--- src/rtl/core/sttbl_pkg.sv ---
// ----------------------------------------------------------------------------
// Software timer table package
// Shared types, field widths and operation codes for the one-shot timer table.
// ----------------------------------------------------------------------------
package sttbl_pkg;

  localparam int TABLE_DEPTH = 16;
  localparam int IDX_W       = $clog2(TABLE_DEPTH);
  localparam int CNT_W       = $clog2(TABLE_DEPTH + 1);

  localparam int FUNC_W  = 3;
  localparam int TID_W   = 8;
  localparam int QUEUE_W = 2;
  localparam int CODE_W  = 8;
  localparam int ARG_W   = 16;
  localparam int TOUT_W  = 16;

  localparam logic [FUNC_W-1:0] FUNC_TICK  = 3'd0;
  localparam logic [FUNC_W-1:0] FUNC_ADD   = 3'd1;
  localparam logic [FUNC_W-1:0] FUNC_DEL   = 3'd2;
  localparam logic [FUNC_W-1:0] FUNC_SETEN = 3'd3;
  localparam logic [FUNC_W-1:0] FUNC_QUERY = 3'd4;

  localparam logic KIND_EXPIRY = 1'b0;
  localparam logic KIND_DONE   = 1'b1;

  typedef struct packed {
    logic [FUNC_W-1:0]  func;
    logic [TID_W-1:0]   timer_id;
    logic [QUEUE_W-1:0] queue_sel;
    logic [CODE_W-1:0]  msg_code;
    logic [ARG_W-1:0]   msg_arg;
    logic [TOUT_W-1:0]  timeout;
    logic               enable_value;
  } in_item_t;

  typedef struct packed {
    logic               kind;
    logic [TID_W-1:0]   out_timer_id;
    logic [QUEUE_W-1:0] out_queue;
    logic [CODE_W-1:0]  out_msg_code;
    logic [ARG_W-1:0]   out_msg_arg;
    logic               exists;
    logic [TOUT_W-1:0]  remaining;
    logic               last;
  } out_item_t;

  // One table entry as stored in the RAM (51 bits).
  typedef struct packed {
    logic [TID_W-1:0]   timer_id;
    logic [QUEUE_W-1:0] queue;
    logic [CODE_W-1:0]  msg_code;
    logic [ARG_W-1:0]   msg_arg;
    logic [TOUT_W-1:0]  countdown;
    logic               en;
  } entry_t;

endpackage

--- src/rtl/core/sttbl_ram.sv ---
// ----------------------------------------------------------------------------
// Generic simple dual-port RAM
// One write port and one read port with a registered read data output.
// ----------------------------------------------------------------------------
module sttbl_ram #(
  parameter int WIDTH = 8,
  parameter int DEPTH = 16
) (
  input  logic                     clk,
  input  logic                     wr_en,
  input  logic [$clog2(DEPTH)-1:0] wr_addr,
  input  logic [WIDTH-1:0]         wr_data,
  input  logic                     rd_en,
  input  logic [$clog2(DEPTH)-1:0] rd_addr,
  output logic [WIDTH-1:0]         rd_data
);

  logic [WIDTH-1:0] mem [DEPTH];

  always_ff @(posedge clk) begin
    if (wr_en) begin
      mem[wr_addr] <= wr_data;
    end
    if (rd_en) begin
      rd_data <= mem[rd_addr];
    end
  end

endmodule

--- src/rtl/core/software_timer_table_top.sv ---
// ----------------------------------------------------------------------------
// Software timer table
// Compact table of one-shot timers kept in a RAM and walked by a sequencer.
// ----------------------------------------------------------------------------
// Steps: a tick, add or delete reads and examines each entry (SCAN, EXAM), adds
// REMOVE and MOVE per removal (REMOVE only when the last entry itself goes), makes
// a closing check in SCAN when the walk reaches the end and posts the done result;
// set enable and query use SLOT then DONE, only DONE when the slot is not in use.
// Throughput: one item at a time; the next transfer is taken after the done result.
// Reset clears the entry count and control state; the RAM is not cleared.
module software_timer_table_top (
  input  logic                 clk,
  input  logic                 rst_n,
  input  logic                 in_valid,
  output logic                 in_stall,
  input  sttbl_pkg::in_item_t  in_data,
  output logic                 out_valid,
  input  logic                 out_stall,
  output sttbl_pkg::out_item_t out_data
);

  typedef enum logic [2:0] {
    ST_IDLE,
    ST_SCAN,
    ST_EXAM,
    ST_REMOVE,
    ST_MOVE,
    ST_SLOT,
    ST_DONE
  } state_t;

  state_t                            state_r, state_nxt;
  logic [sttbl_pkg::CNT_W-1:0]       count_r, count_nxt;
  logic [sttbl_pkg::CNT_W-1:0]       idx_r, idx_nxt;
  sttbl_pkg::in_item_t               item_r, item_nxt;
  logic [sttbl_pkg::TOUT_W-1:0]      rem_r, rem_nxt;
  logic                              out_valid_r, out_valid_nxt;
  sttbl_pkg::out_item_t              out_data_r, out_data_nxt;

  logic                              ram_we;
  logic [sttbl_pkg::IDX_W-1:0]       ram_waddr;
  sttbl_pkg::entry_t                 ram_wdata;
  logic                              ram_re;
  logic [sttbl_pkg::IDX_W-1:0]       ram_raddr;
  sttbl_pkg::entry_t                 cur;

  logic                              out_free;
  logic [sttbl_pkg::CNT_W-1:0]       last_slot;
  sttbl_pkg::entry_t                 new_entry;

  sttbl_ram #(
    .WIDTH ($bits(sttbl_pkg::entry_t)),
    .DEPTH (sttbl_pkg::TABLE_DEPTH)
  ) u_ram (
    .clk     (clk),
    .wr_en   (ram_we),
    .wr_addr (ram_waddr),
    .wr_data (ram_wdata),
    .rd_en   (ram_re),
    .rd_addr (ram_raddr),
    .rd_data (cur)
  );

  assign out_free  = !out_valid_r || !out_stall;
  assign last_slot = count_r - sttbl_pkg::CNT_W'(1);
  assign in_stall  = (state_r != ST_IDLE);
  assign out_valid = out_valid_r;
  assign out_data  = out_data_r;

  assign new_entry = '{
    timer_id:  item_r.timer_id,
    queue:     item_r.queue_sel,
    msg_code:  item_r.msg_code,
    msg_arg:   item_r.msg_arg,
    countdown: item_r.timeout,
    en:        1'b1
  };

  always_comb begin
    state_nxt     = state_r;
    count_nxt     = count_r;
    idx_nxt       = idx_r;
    item_nxt      = item_r;
    rem_nxt       = rem_r;
    out_valid_nxt = out_valid_r && out_stall;
    out_data_nxt  = out_data_r;
    ram_we        = 1'b0;
    ram_waddr     = idx_r[sttbl_pkg::IDX_W-1:0];
    ram_wdata     = cur;
    ram_re        = 1'b0;
    ram_raddr     = idx_r[sttbl_pkg::IDX_W-1:0];

    unique case (state_r)
      ST_IDLE: begin
        if (in_valid) begin
          item_nxt = in_data;
          idx_nxt  = '0;
          rem_nxt  = '0;
          case (in_data.func) inside
            sttbl_pkg::FUNC_TICK, sttbl_pkg::FUNC_ADD, sttbl_pkg::FUNC_DEL: begin
              state_nxt = ST_SCAN;
            end
            sttbl_pkg::FUNC_SETEN, sttbl_pkg::FUNC_QUERY: begin
              // A slot beyond the live entries is ignored or reads as empty.
              if (in_data.timer_id < sttbl_pkg::TID_W'(count_r)) begin
                ram_re    = 1'b1;
                ram_raddr = in_data.timer_id[sttbl_pkg::IDX_W-1:0];
                state_nxt = ST_SLOT;
              end else begin
                state_nxt = ST_DONE;
              end
            end
            default: begin
              state_nxt = ST_DONE;
            end
          endcase
        end
      end

      ST_SCAN: begin
        if (idx_r < count_r) begin
          ram_re    = 1'b1;
          state_nxt = ST_EXAM;
        end else begin
          // An add that found no matching id appends if there is room.
          if (item_r.func == sttbl_pkg::FUNC_ADD &&
              count_r < sttbl_pkg::CNT_W'(sttbl_pkg::TABLE_DEPTH)) begin
            ram_we    = 1'b1;
            ram_waddr = count_r[sttbl_pkg::IDX_W-1:0];
            ram_wdata = new_entry;
            count_nxt = count_r + sttbl_pkg::CNT_W'(1);
          end
          state_nxt = ST_DONE;
        end
      end

      ST_EXAM: begin
        case (item_r.func)
          sttbl_pkg::FUNC_TICK: begin
            if (cur.countdown != '0) begin
              if (cur.en) begin
                ram_we              = 1'b1;
                ram_wdata.countdown = cur.countdown - sttbl_pkg::TOUT_W'(1);
              end
              idx_nxt   = idx_r + sttbl_pkg::CNT_W'(1);
              state_nxt = ST_SCAN;
            end else if (out_free) begin
              // The read data holds until the next read, so a stalled
              // output simply keeps the sequencer here.
              out_valid_nxt = 1'b1;
              out_data_nxt  = '{
                kind:         sttbl_pkg::KIND_EXPIRY,
                out_timer_id: cur.timer_id,
                out_queue:    cur.queue,
                out_msg_code: cur.msg_code,
                out_msg_arg:  cur.msg_arg,
                exists:       1'b0,
                remaining:    '0,
                last:         1'b0
              };
              state_nxt = ST_REMOVE;
            end
          end
          sttbl_pkg::FUNC_ADD: begin
            if (cur.timer_id == item_r.timer_id) begin
              ram_we    = 1'b1;
              ram_wdata = new_entry;
              state_nxt = ST_DONE;
            end else begin
              idx_nxt   = idx_r + sttbl_pkg::CNT_W'(1);
              state_nxt = ST_SCAN;
            end
          end
          default: begin
            if (cur.timer_id == item_r.timer_id) begin
              state_nxt = ST_REMOVE;
            end else begin
              idx_nxt   = idx_r + sttbl_pkg::CNT_W'(1);
              state_nxt = ST_SCAN;
            end
          end
        endcase
      end

      ST_REMOVE: begin
        // The last entry moves into the freed slot; it is skipped this pass.
        if (idx_r == last_slot) begin
          count_nxt = last_slot;
          idx_nxt   = idx_r + sttbl_pkg::CNT_W'(1);
          state_nxt = ST_SCAN;
        end else begin
          ram_re    = 1'b1;
          ram_raddr = last_slot[sttbl_pkg::IDX_W-1:0];
          state_nxt = ST_MOVE;
        end
      end

      ST_MOVE: begin
        ram_we    = 1'b1;
        ram_wdata = cur;
        count_nxt = last_slot;
        idx_nxt   = idx_r + sttbl_pkg::CNT_W'(1);
        state_nxt = ST_SCAN;
      end

      ST_SLOT: begin
        if (item_r.func == sttbl_pkg::FUNC_SETEN) begin
          ram_we       = 1'b1;
          ram_waddr    = item_r.timer_id[sttbl_pkg::IDX_W-1:0];
          ram_wdata.en = item_r.enable_value;
        end else begin
          rem_nxt = cur.countdown;
        end
        state_nxt = ST_DONE;
      end

      ST_DONE: begin
        if (out_free) begin
          out_valid_nxt = 1'b1;
          out_data_nxt  = '{
            kind:         sttbl_pkg::KIND_DONE,
            out_timer_id: '0,
            out_queue:    '0,
            out_msg_code: '0,
            out_msg_arg:  '0,
            exists:       (rem_r != '0),
            remaining:    rem_r,
            last:         1'b1
          };
          state_nxt = ST_IDLE;
        end
      end

      default: begin
        state_nxt = ST_IDLE;
      end
    endcase
  end

  always_ff @(posedge clk) begin
    if (!rst_n) begin
      state_r     <= ST_IDLE;
      count_r     <= '0;
      idx_r       <= '0;
      out_valid_r <= 1'b0;
    end else begin
      state_r     <= state_nxt;
      count_r     <= count_nxt;
      idx_r       <= idx_nxt;
      out_valid_r <= out_valid_nxt;
    end
    item_r     <= item_nxt;
    rem_r      <= rem_nxt;
    out_data_r <= out_data_nxt;
  end

endmodule

--- config.mk ---
export PLATFORM = sky130hd
export DESIGN_NAME = software_timer_table_top
export DESIGN_NICKNAME = d
export VERILOG_FILES = /design/src/rtl/core/sttbl_pkg.sv /design/src/rtl/core/sttbl_ram.sv /design/src/rtl/core/software_timer_table_top.sv
export SDC_FILE = /design/constraint.sdc
export NUM_CORES = 1
export LEC_CHECK = 0
export BUFFER_PORTS_ARGS = -buffer_cell sky130_fd_sc_hd__buf_2
export CORE_MARGIN = 5
export CORE_UTILIZATION = 46
export CTS_CLUSTER_DIAMETER = 40
export CTS_CLUSTER_SIZE = 20
export DETAILED_ROUTE_END_ITERATION = 10
export GPL_TIMING_DRIVEN = 0
export PLACE_DENSITY = 0.61
export SLEW_MARGIN = 20
export SYNTH_ARGS = -nofsm -noshare
export SYNTH_HDL_FRONTEND = slang
export SYNTH_SLANG_ARGS = --single-unit
--- constraint.sdc ---
create_clock -name clk -period 19.5 [get_ports clk]
set_clock_uncertainty 0.15 [all_clocks]
set_input_delay 2.925 -clock clk [delete_from_list [all_inputs] [get_ports clk]]
set_output_delay 2.925 -clock clk [all_outputs]
set_load 0.01 [all_outputs]
# ---- After elaboration in Yosys (flattened, before gate mapping)
# Memories as Yosys holds them, arrays and structs flattened. A register that Yosys moved wholly into a read port is not among the register bits.
# Index checks and enable logic that the tools add are counted.
dict set report word_totals {
  reg_bits 137
  mem_bits_rw 816
  elab_cells 150
  memories 1
}
dict set report op_classes {
  n_addsub 4
  order_cmp 3
  n_eq_ne 26
  muxes 73
  reduce_logical 23
}
# memory words word_bits rd rd_ports_with_merged_regs wr line
set memory_table {}
lappend memory_table {u_ram.mem 16 51 1 1 1 sttbl_ram.sv:18} ;# logic [WIDTH-1:0] mem [DEPTH];
# op n
set op_table {}
lappend op_table {{53-bit two-way mux} 4}
lappend op_table {{51-bit two-way mux} 3}
lappend op_table {{53-bit one-hot mux with 2 select lines} 1}
lappend op_table {{50-bit one-hot mux with 2 select lines} 1}
lappend op_table {{16-bit two-way mux} 4}
lappend op_table {{16-bit one-hot mux with 2 select lines} 2}
lappend op_table {{5-bit two-way mux} 8}
lappend op_table {{34-bit two-way mux} 1}
lappend op_table {{4-bit two-way mux} 8}
lappend op_table {{16-bit nonzero test} 2}
lappend op_table {{3-bit two-way mux} 8}
lappend op_table {{3-bit one-hot mux with 7 select lines} 1}
lappend op_table {{5-bit one-hot mux with 4 select lines} 1}
lappend op_table {{1-bit two-way mux} 19}
lappend op_table {{2-bit inequality test, second input constant} 8}
lappend op_table {{4-bit one-hot mux with 2 select lines} 2}
lappend op_table {{16-bit by 1-bit subtractor with 16-bit output, second input constant} 1}
lappend op_table {{3-bit by 2-bit equality test with 1-bit output, second input constant} 5}
lappend op_table {{5-bit one-hot mux with 3 select lines} 1}
lappend op_table {{3-bit equality test, second input constant} 4}
lappend op_table {{5-bit by 1-bit adder with 5-bit output, second input constant} 2}
lappend op_table {{5-bit AND reduction} 2}
lappend op_table {{3-bit by 1-bit equality test with 1-bit output, second input constant} 3}
lappend op_table {{3-bit logical NOT} 3}
lappend op_table {{other kinds (26)} 35}

# ---- Depth between registers and ports, before layout
# Gate-level depths: netlist (run 1).
dict set report depth {
  ltp_word 7
  depth_mapped 15
  depth_no_buf 10
}

# ---- By module
# From an unflattened synthesis (run 1), not the netlist that was laid out.
dict set report unflattened {
  hier_cells 2035
  area_unflattened_um2 39437.8
}
# module n_inst cells_each area_per_inst_um2 seq_area_each_um2
set by_module_without_submodules {}
lappend by_module_without_submodules {sttbl_ram 1 1320 32124.6 26035.0}
lappend by_module_without_submodules {software_timer_table_top 1 715 7313.3 3943.8}

# ---- Worst setup path before layout (run 1)
# No wires, ideal clock.
dict set report synth_path {
  kind {register to register}
  startpoint {register idx_r[0] (netlist name)}
  endpoint {memory u_ram.mem[13][0] (netlist name), enable pin}
  setup_time_ns 0.586
  arrival_time_ns 7.344
  t_required_ns 18.764
  path_slack_ns 11.420
  path_stages_with_launch 13
  path_buffers 2
  period_less_slack_ns 8.080
  path_cell_list {dfxtp_1 clkbuf_1 clkbuf_1 inv_1 ha_1 nor2b_1 o21a_1 o21a_1 o21ai_0 a21oi_1 mux2_2 o21a_1 nor4_1}
}
dict set report synth_via {
  elab_chain_len 5
}
# element line
set synth_lines {}
lappend synth_lines {{from (decl)} software_timer_table_top.sv:34} ;# logic [sttbl_pkg::CNT_W-1:0] idx_r, idx_nxt;
lappend synth_lines {{from (signal assigned)} software_timer_table_top.sv:249} ;# idx_r <= idx_nxt;
lappend synth_lines {{5-bit less-than comparator} software_timer_table_top.sv:121} ;# if (idx_r < count_r) begin
lappend synth_lines {{1-bit two-way mux} software_timer_table_top.sv:121}
lappend synth_lines {{1-bit one-hot mux with 4 select lines} software_timer_table_top.sv:93} ;# unique case (state_r)
lappend synth_lines {{1-bit two-way mux} sttbl_ram.sv:21} ;# if (wr_en) begin
lappend synth_lines {{1-bit two-way mux (not written as such)} sttbl_ram.sv:22} ;# mem[wr_addr] <= wr_data;
lappend synth_lines {{to (decl)} sttbl_ram.sv:18}
# Several ways; a longest one is shown, not always the timed one.

# ---- Worst setup path after layout (run 1)
dict set report layout_path {
  startpoint {input in_valid}
  endpoint {register u_ram.rd_data[44], read port of u_ram.mem (data pin)}
}
dict set report layout_via {
  elab_chain_len 2
}
# element line
set layout_lines {}
lappend layout_lines {{from (decl)} software_timer_table_top.sv:14} ;# input logic in_valid,
lappend layout_lines {{1-bit two-way mux or 4-bit two-way mux (tied branches)} software_timer_table_top.sv:95} ;# if (in_valid) begin
lappend layout_lines {{1-bit one-hot mux with 3 select lines or 4-bit one-hot mux with 2 select lines (tied branches)} software_timer_table_top.sv:93}
lappend layout_lines {{to (decl)} sttbl_ram.sv:15} ;# output logic [WIDTH-1:0] rd_data
# Several ways; a longest one is shown, not always the timed one.
# A chain may end at the register's enable or synchronous reset.

==> results of run 1 <==
placed cells by master, fill, tap and decap left out, types with 34 or more instances in the layout:
master     count
a221o_1       54
nor2_1        42
buf_2        205
buf_4         95
or4_1         54
a21oi_1       69
o22ai_1       54
a32oi_1       52
nand2_1      247
a2111oi_0     51
mux2i_1      106
a22o_1        51
and2_1        91
mux2_1        74
inv_1         72
clkbuf_16    139
mux2_2       132
and3_1        34
clkbuf_1     132
a211o_1       51
edfxtp_1     989
synth_stat cells, types with 54 or more instances:
cell type and number:
edfxtp_1 989, inv_1 73, a221o_1 54, clkbuf_1 128, nand2_1 247, or4_1 54, mux2i_1 106, mux2_1 74
a21oi_1 73, o22ai_1 55, mux2_2 132, and2_1 91
sequential cells by signal (all words and copies together) (netlist names):
signal / flops
u_ram.mem: 816
item_r: 54
out_data: 52
u_ram.rd_data: 51
rem_r: 16
count_r: 5
idx_r: 5
state_r: 3
out_valid: 1
final timing paths:
| kind | end | slack [ps] |
|---|---|---|
| worst max-delay path | u_ram.rd_data[44]$_DFFE_PP_ | 12140 |
| worst min-delay path | out_data[31]$_SDFFCE_PP0P_ | 390 |
| worst min register to register | out_data[31]$_SDFFCE_PP0P_ | 390 |
| worst max register to register | u_ram.rd_data[14]$_DFFE_PP_ | 13270 |
layer usage:
| layer | vias up | global-route usage (%) | wire [microns] |
|---|---|---|---|
| met2 | 1144 | 39.4 | 57300 |
| met3 | 218 | 4.67 | 8170 |
| met5 | - | 0 | 0 |
| li1 | 11400 | - | - |
| met1 | 13100 | 31.8 | 48000 |
| met4 | 0 | 8.18 | 3660 |
per-stage QoR:
stage                     cells  power, W
after floorplan            2667   0.00388
after global placement     3955   0.00447
after detailed placement   4118   0.00454
after CTS                  4375   0.00713
after global routing       4377   0.00736
final                      4377   0.00710
area by class of cell:
class                           instances  area (sq um)  share of cell area, %
Sequential cell                      1003         30000                   60.1
Multi-Input combinational cell       1416         10700                   21.5
Tap cell                             1176          1470                   2.95
Buffer                                175           768                   1.54
Inverter                               73           277                  0.554
Timing Repair Buffer                  277          1780                   3.58
Clock inverter                        106          1350                   2.71
Clock buffer                          151          3530                   7.08
power by group through the flow:
stage	logic, W	clock network (W)	registers (W)
floorplan	0.00113	0	0.00275
global placement	0.00168	0	0.00279
detailed placement	0.00177	0	0.00277
CTS	0.00178	0.00263	0.00272
global route	0.00190	0.00273	0.00273
finish	0.00178	0.00259	0.00273
worst register-to-register path, stage by stage (launching register included):
cell      delay (ps)
dfxtp_1          340
clkbuf_1         660
clkbuf_1         500
inv_1            230
ha_1             360
nor4_1           400
a31oi_1          190
o21ai_0          400
o221ai_2         460
nand3b_1         690
clkbuf_1         730
o22ai_1          240
or4_1            610
kinds of logic (layout without fill, tap and decap cells):
group / count (synthesis) / in the layout
buf+inv: 248 / 782
compound gates: 506 / 506
mux: 312 / 312
xor+xnor: 22 / 22
flops: 1003 / 1003
fa+ha+maj: 14 / 14
simple gates: 562 / 562
==> qor.csv, run 1 <==
metric;value;unit
Crit. End Element;flop;
CORE AREA;89900;sq um
syn nets;2739;
area share of the largest cell type after synthesis;71.5;%
WHS;392;ps
area leader, netlist;edfxtp_1;
switching pwr;0.00220;W
# resized after CTS;0;
First DRT Iteration DRCs;2570;
Max Freq;0.136;GHz
CP top delay family;buffers and inverters;
DR vias;25900;
CTS tree;yes;
Post-synth EDFFs;989;
CP max-delay cell;or4_1;
Critical Path Start;in_valid;
worst endpoint data arrival time;7650;ps
logic gate share of total power;25.1;%
Worst-Margin Slew;1170;ps
count of mapped cells out of synthesis;2667;
Critical Path RT;19790;ps
TritonCTS Sinks;1003;
wire length per cell;26.8;microns
worst r2r path cells;12;
min-delay src;u_ram.rd_data[30]$_DFFE_PP_;
setup ws final;12140;ps
RSZ-0062 raised after global routing;no;
first-pass GRT wire length;172000;microns
post-synthesis compound-gate area fraction;9.43;%
CP Max Fanout;28;
Total Wirelength;117000;microns
ANT nets after route;0;
Clk pin slew, worst setup/hold paths;60;ps
# H-tree levels;4;
synth-to-layout area growth;20.0;%
PD cells;142;nW/um^2
Top Ports;113;
gr ovfl total;0;
Buf/Inv on CP;7;
Initial Utilization;46.2;%
max cap viols;0;
critical path depth;15;
# port buffers;112;
drc violations;0;
largest net degree at the start of global routing;29;
Die H;311;microns
Switching Fraction;30.9;%
hpwl dp;81200;microns
GPL Wtd Cong;0.854;
reg-to-reg startpoint;idx_r[0]$_SDFFE_PN0P_;
largest family of logic cells by synthesized area;compound AO/OA/AOI/OAI gates;
Seq/Total Area, Yosys;72.1;%
Cell Area, Synth;41600;sq um
final instance area;49900;sq um
syn_area_per_cell;15.6;sq um
fillers;7064;
flip-flop and latch count after synthesis;1003;
CTS Root Buffer Type;clkbuf_16;
worst slack, placed;11510;ps
Cell Int Power;0.00490;W
Nets;3157;
DIE WIDTH;311;microns
antenna violations before repair;4;
Avg Vias per Cell;5.92;
Post-CTS Hold Buffers;0;
kind of start point of the critical path;input port;
Total GRT Usage;23.8;%
ys flop type;edfxtp_1;
post-CTS setup buffers;0;
Async SR Flop Fraction;0;%
critical path type;in2reg;
worst path cell trace;buf_2 > nand2_1 > inv_4 > buf_12 > o211a_1 > o21ai_2 > and2_1 > clkbuf_1 > a21oi_2 > buf_6 > buf_2 > buf_2 > mux2i_1 > o22ai_1 > or4_1;
Netlist cell types;73;
Seq pwr share;38.4;%
worst hold-check path type;reg2reg;
synthesis warning total;0;
Synth Area in XOR/XNOR;0.482;%
diodes inserted;0;
total CTS buffers;139;
crit-path max cell delay;570;ps
drt first pass iters;5;
Final Setup Violations;0;
Clock Latency Late Sink;740;ps
post-synthesis simple-gate area fraction;6.90;%
most frequent CP cell;buf_2;
outcome;finished clean;
share of cells above drive strength 1;23.1;%
Fin. Hold Viols;0;
Area contributors post-synth;edfxtp_1 71%, mux2_2 3.6%, mux2i_1 2.6%;
Rel. slew slack;21.8;%
DP Area;45000;sq um
max-slew violation count;0;
row cnt;110;
clk buf depth;3;
Pleak;18.0;nW
Post-Synth Adder-Cell Area;0.422;%
final design utilization;55.5;%
final setup TNS;0;ps
vias in the first global route;26300;
Die ar.;96400;sq um
clock power share;36.5;%
post-synthesis mux area share;8.14;%
hold-critical path depth;1;
crit share post-route;37.8;%
Peak VDD IR;0.0827;mV
minimum clock period;7360;ps
(Power assumes the default switching activity.)
==> run 2: changes to the inputs <==
==> constraint.sdc (replaced) <==
create_clock -name clk -period 7.63 [get_ports clk]
set_clock_uncertainty 0.15 [all_clocks]
set_input_delay 1.1445 -clock clk [delete_from_list [all_inputs] [get_ports clk]]
set_output_delay 1.1445 -clock clk [all_outputs]
set_load 0.01 [all_outputs]
==> run 2 against run 1 <==
Routed wire length increased by 0.32%. Hold slack improved by 6.0 ps. Global-route usage about the same. Sequential power increased to 2.5 times the previous value. Clock-buffer cell count decreased by 5. Final cell count decreased by 0.59%. Non-clock buffer count decreased by 11. Via count increased by 0.44%. Combinational power increased to 2.6 times the previous value. Die area unchanged. Largest cell class unchanged.
==> qor.csv, run 2 (synthesized netlist as in run 1, its figures left out) <==
metric;value;unit
worst r2r path cells;12;
flip-flop count of the largest register after layout;816;
crit-path max cell delay;710;ps
largest net degree at the start of global routing;31;
PD cells;360;nW/um^2
critical path type;reg2reg;
worst reg2reg endpoint;u_ram.rd_data[14]$_DFFE_PP_;
worst hold-check path type;reg2reg;
Avg Vias per Cell;5.98;
max-slew violation count;0;
Total GRT Usage;23.8;%
Post-CTS Hold Buffers;0;
min-delay src;u_ram.rd_data[21]$_DFFE_PP_;
# port buffers;112;
WHS;398;ps
Die ar.;96400;sq um
First DRT Iteration DRCs;2730;
Clk pin slew, worst setup/hold paths;60;ps
# resized after CTS;0;
row cnt;110;
RSZ-0062 raised after global routing;no;
clk buf depth;3;
antenna violations before repair;0;
share of cells above drive strength 1;22.3;%
post-CTS setup buffers;0;
max cap viols;0;
hold-critical path depth;1;
DIE WIDTH;311;microns
crit share post-route;81.1;%
final design utilization;55.1;%
DR vias;26000;
drt first pass iters;7;
Buf/Inv on CP;4;
Worst-Margin Slew;1180;ps
fillers;7095;
reg-to-reg startpoint;idx_r[0]$_SDFFE_PN0P_;
CP Max Fanout;10;
synth-to-layout area growth;19.2;%
commonest non-fill, non-tap cell in the layout;edfxtp_1;
kind of start point of the critical path;flop;
# H-tree levels;4;
Die H;311;microns
R2R setup slack;1440;ps
gr ovfl total;0;
worst path cell trace;clkbuf_1 > clkbuf_1 > inv_1 > ha_1 > nor4_1 > a31oi_1 > o21ai_0 > o221ai_2 > nand3b_1 > clkbuf_1 > o22ai_1 > or4_1;
hold worst-path end;out_data[22]$_SDFFCE_PP0P_;
Clock Latency Late Sink;740;ps
Fin. Hold Viols;0;
CP max-delay cell;clkbuf_1;
footprint of the multi-input gates;10700;sq um
Initial Utilization;46.2;%
GPL Wtd Cong;0.867;
vias in the first global route;26500;
Peak VDD IR;0.212;mV
TritonCTS Sinks;1003;
minimum clock period;6190;ps
Pleak;17.8;nW
Biggest register;u_ram.mem;
Nets;3139;
Max Freq;0.162;GHz
worst endpoint data arrival time;6460;ps
commonest non-fill, non-tap cells in the layout;989 x edfxtp_1, 247 x nand2_1, 193 x buf_2;
Critical Path RT;7910;ps
drc violations;0;
hpwl dp;80900;microns
final setup TNS;0;ps
most frequent CP cell;clkbuf_1;
Rel. slew slack;19.9;%
Crit. End Element;flop;
outcome;finished clean;
CORE AREA;89900;sq um
Final Setup Violations;0;
Top Ports;113;
first-pass GRT wire length;173000;microns
CP top delay family;buffers and inverters;
Total Wirelength;118000;microns
wire length per cell;27.0;microns
Register Area;30000;sq um
CTS tree;yes;
total CTS buffers;132;
CTS Root Buffer Type;clkbuf_16;
ANT nets after route;0;
run 2: cell types whose count changed in the layout (fill, tap and decap cells not counted), sizes merged:
| cell | change |
|---|---|
| buf | -12 |
| bufinv | -5 |
| clkbuf | -4 |
| clkinv | -8 |
| clkinvlp | -10 |
| diode | +1 |
| inv | +12 |
run 2: report_power, final:
part           leakage (nW)  internal (W)  switching [W]
clock                  2.19       0.00375        0.00253
combinational          6.56       0.00169        0.00288
sequential             9.08       0.00680       0.000155
run 2: routing by layer:
layer | vias up | track usage (%) | wire length, microns
met5 | - | 0 | 0
met2 | 1100 | 39.0 | 56600
met4 | 0 | 8.15 | 3760
li1 | 11400 | - | -
met1 | 13300 | 32.3 | 48800
met3 | 223 | 4.45 | 8350
run 2: area by class of cell:
| cell class | instances | share of cell area, % |
|---|---|---|
| Clock buffer | 146 | 6.90 |
| Clock inverter | 95 | 2.26 |
| Antenna cell | 1 | 0.00505 |
| Tap cell | 1176 | 2.97 |
| Buffer | 175 | 1.55 |
| Timing Repair Buffer | 266 | 3.56 |
| Sequential cell | 1003 | 60.5 |
| Multi-Input combinational cell | 1416 | 21.7 |
| Inverter | 73 | 0.558 |
run 2: stage by stage:
step / power (W) / setup slack [ps] / instance area (sq um) / instances
2_1_floorplan: 0.00993 / -449 / 41600 / 2667
3_3_place_gp: 0.0114 / -7650 / 43600 / 3955
3_5_place_dp: 0.0116 / 1460 / 45000 / 4108
4_1_cts: 0.0179 / 1420 / 49500 / 4349
5_1_grt: 0.0185 / 1220 / 49500 / 4350
6_report: 0.0178 / 1440 / 49500 / 4351
run 2: how the worst max path moves through the flow:
stage	from	end	slack, ps	depth (start not counted)
detailed placement	in_valid	u_ram.rd_data[44]$_DFFE_PP_	1460	15
finish	idx_r[0]$_SDFFE_PN0P_	u_ram.rd_data[14]$_DFFE_PP_	1440	12
global route	idx_r[0]$_SDFFE_PN0P_	u_ram.mem[14][20]$_DFFE_PP_	1220	18
floorplan	idx_r[0]$_SDFFE_PN0P_	u_ram.mem[13][0]$_DFFE_PP_	-450	12
CTS	idx_r[0]$_SDFFE_PN0P_	u_ram.rd_data[14]$_DFFE_PP_	1420	12
global placement	idx_r[0]$_SDFFE_PN0P_	u_ram.mem[14][21]$_DFFE_PP_	-7650	13
==> run 3: changes to the inputs <==
==> constraint.sdc (replaced) <==
create_clock -name clk -period 6.1 [get_ports clk]
set_clock_uncertainty 0.15 [all_clocks]
set_input_delay 0.915 -clock clk [delete_from_list [all_inputs] [get_ports clk]]
set_output_delay 0.915 -clock clk [all_outputs]
set_load 0.01 [all_outputs]
==> run 3 against run 2 <==
Core utilization up 0.26 points. Non-clock buffer count up 1. Flip-flop and latch count unchanged. Setup slack worse by 1000 ps. Critical path depth up 3. Via count down 0.26%. Critical path type unchanged. Largest cell class unchanged. Sequential share of layout area down 0.29 points. Routed wire length about the same.
==> qor.csv, run 3 (synthesized netlist as in run 1, its figures left out) <==
metric;value;unit
outcome;finished clean;
crit-path max cell delay;580;ps
CP Max Fanout;10;
Initial Utilization;46.2;%
Peak VDD IR;0.188;mV
Final Setup Violations;0;
Die H;311;microns
drt first pass iters;6;
wire length per cell;27.0;microns
# H-tree levels;4;
minimum clock period;5670;ps
Cells after DPL;4105;
kind of start point of the critical path;flop;
ANT nets after route;0;
RSZ-0062 raised after global routing;no;
synth-to-layout area growth;19.8;%
First DRT Iteration DRCs;2672;
setup ws final;425;ps
footprint of the multi-input gates;10800;sq um
max cap viols;0;
Biggest register;u_ram.mem;
Total Wirelength;118000;microns
CTS tree;yes;
Die ar.;96400;sq um
total CTS buffers;134;
share of cells above drive strength 1;22.6;%
vias in the first global route;26400;
TritonCTS Sinks;1003;
Post-CTS Hold Buffers;0;
max-slew violation count;0;
critical path type;reg2reg;
Total GRT Usage;23.9;%
Top Ports;113;
final setup TNS;0;ps
Non-Filler Instances;4359;
CP top delay family;buffers and inverters;
worst endpoint data arrival time;5950;ps
hpwl dp;81500;microns
clk buf depth;3;
worst slack, placed;18.7;ps
# port buffers;112;
Max Freq;0.176;GHz
Avg Vias per Cell;5.95;
CP max-delay cell;or4_1;
largest net degree at the start of global routing;29;
drc violations;0;
Worst-Margin Slew;1190;ps
PD cells;451;nW/um^2
CORE AREA;89900;sq um
first-pass GRT wire length;173000;microns
antenna violations before repair;0;
commonest non-fill, non-tap cells in the layout;989 x edfxtp_1, 247 x nand2_1, 180 x buf_2;
Pleak;18.0;nW
worst hold-check path type;in2reg;
Crit. End Element;flop;
gr ovfl total;0;
crit share post-route;93.0;%
CTS Root Buffer Type;clkbuf_16;
Critical Path RT;6370;ps
GPL Wtd Cong;0.873;
Buf/Inv on CP;7;
Rel. slew slack;20.4;%
DR vias;25900;
fillers;7167;
Register Area;30000;sq um
DIE WIDTH;311;microns
Nets;3142;
worst path cell trace;clkbuf_2 > clkbuf_1 > inv_1 > ha_1 > nor4_1 > a31o_1 > o211ai_1 > buf_6 > a21oi_2 > buf_6 > buf_2 > buf_2 > mux2i_1 > o22ai_1 > or4_1;
Clock Latency Late Sink;730;ps
Fin. Hold Viols;0;
row cnt;110;
Clk pin slew, worst setup/hold paths;60;ps
commonest non-fill, non-tap cell in the layout;edfxtp_1;
flip-flop count of the largest register after layout;816;
-- run 3: cell count changes in the layout (fill, tap and decap cells not counted), sizes merged --
cell / before / now
clkinv: 37 / 55
diode: 1 / 2
clkinvlp: 12 / 7
clkbuf: 275 / 284
bufinv: 12 / 18
inv: 107 / 86
-- run 3: repair_timing --
item                       4_1_cts  5_1_grt
setup endpoints to repair        2       51
resized for setup                1       17
setup buffers                    0        3
pin swaps                        0        1
gates cloned                     0        0
-- run 3: worst paths after layout --
| path | end | cells past startpoint | slack, ps | startpoint |
|---|---|---|---|---|
| worst max-delay path | u_ram.rd_data[44]$_DFFE_PP_ | 15 | 430 | idx_r[0]$_SDFFE_PN0P_ |
| worst min-delay path | item_r[27]$_DFFE_PP_ | 1 | 210 | in_data[27] |
| worst max register to register | u_ram.rd_data[44]$_DFFE_PP_ | 15 | 430 | idx_r[0]$_SDFFE_PN0P_ |
| worst min register to register | out_data[34]$_SDFFCE_PP0P_ | 1 | 400 | u_ram.rd_data[33]$_DFFE_PP_ |
-- run 3: per-layer routing --
layer | up-vias | track usage, % | part of all wire, % | routed length (microns)
met5 | - | 0 | 0 | 0
met4 | 0 | 8.39 | 3.1 | 3660
met3 | 218 | 4.71 | 6.7 | 7850
met2 | 1040 | 39.3 | 49 | 57200
met1 | 13300 | 32.0 | 42 | 48800
li1 | 11400 | - | - | -
-- run 3: stage by stage --
step	total power (W)	util, %	hold WS (ps)	area [sq um]
finish	0.0224	55.4	210	49800
detailed placement	0.0145	50.1	391	45100
global placement	0.0143	48.5	384	43600
global route	0.0233	55.4	178	49800
CTS	0.0225	55.3	166	49700
floorplan	0.0124	-	356	41600
-- run 3: worst reg2reg max path, delay by kind of cell (launching register included) --
family / cells / cell delay, ps
buffers and inverters: 7 / 2410
AND/OR/NAND/NOR: 2 / 960
AO/OA/AOI/OAI: 4 / 890
flip-flops: 1 / 360
adder cells (fa/ha/maj): 1 / 350
multiplexers: 1 / 270
-- run 3: power breakdown --
part	switching, W	internal [W]	total [W]
Sequential	0.000195	0.00851	0.00871
Clock	0.00301	0.00499	0.00800
Combinational	0.00360	0.00212	0.00572
-- run 3: area by class of cell --
type,instances,area share [%]
buffer,175,1.56
sequential,1003,60.2
clock inverter,93,2.17
antenna,2,0.0101
tap,1176,2.96
inverter,73,0.556
timing repair buffer,267,3.75
multi-input combinational,1416,21.6
clock buffer,154,7.15
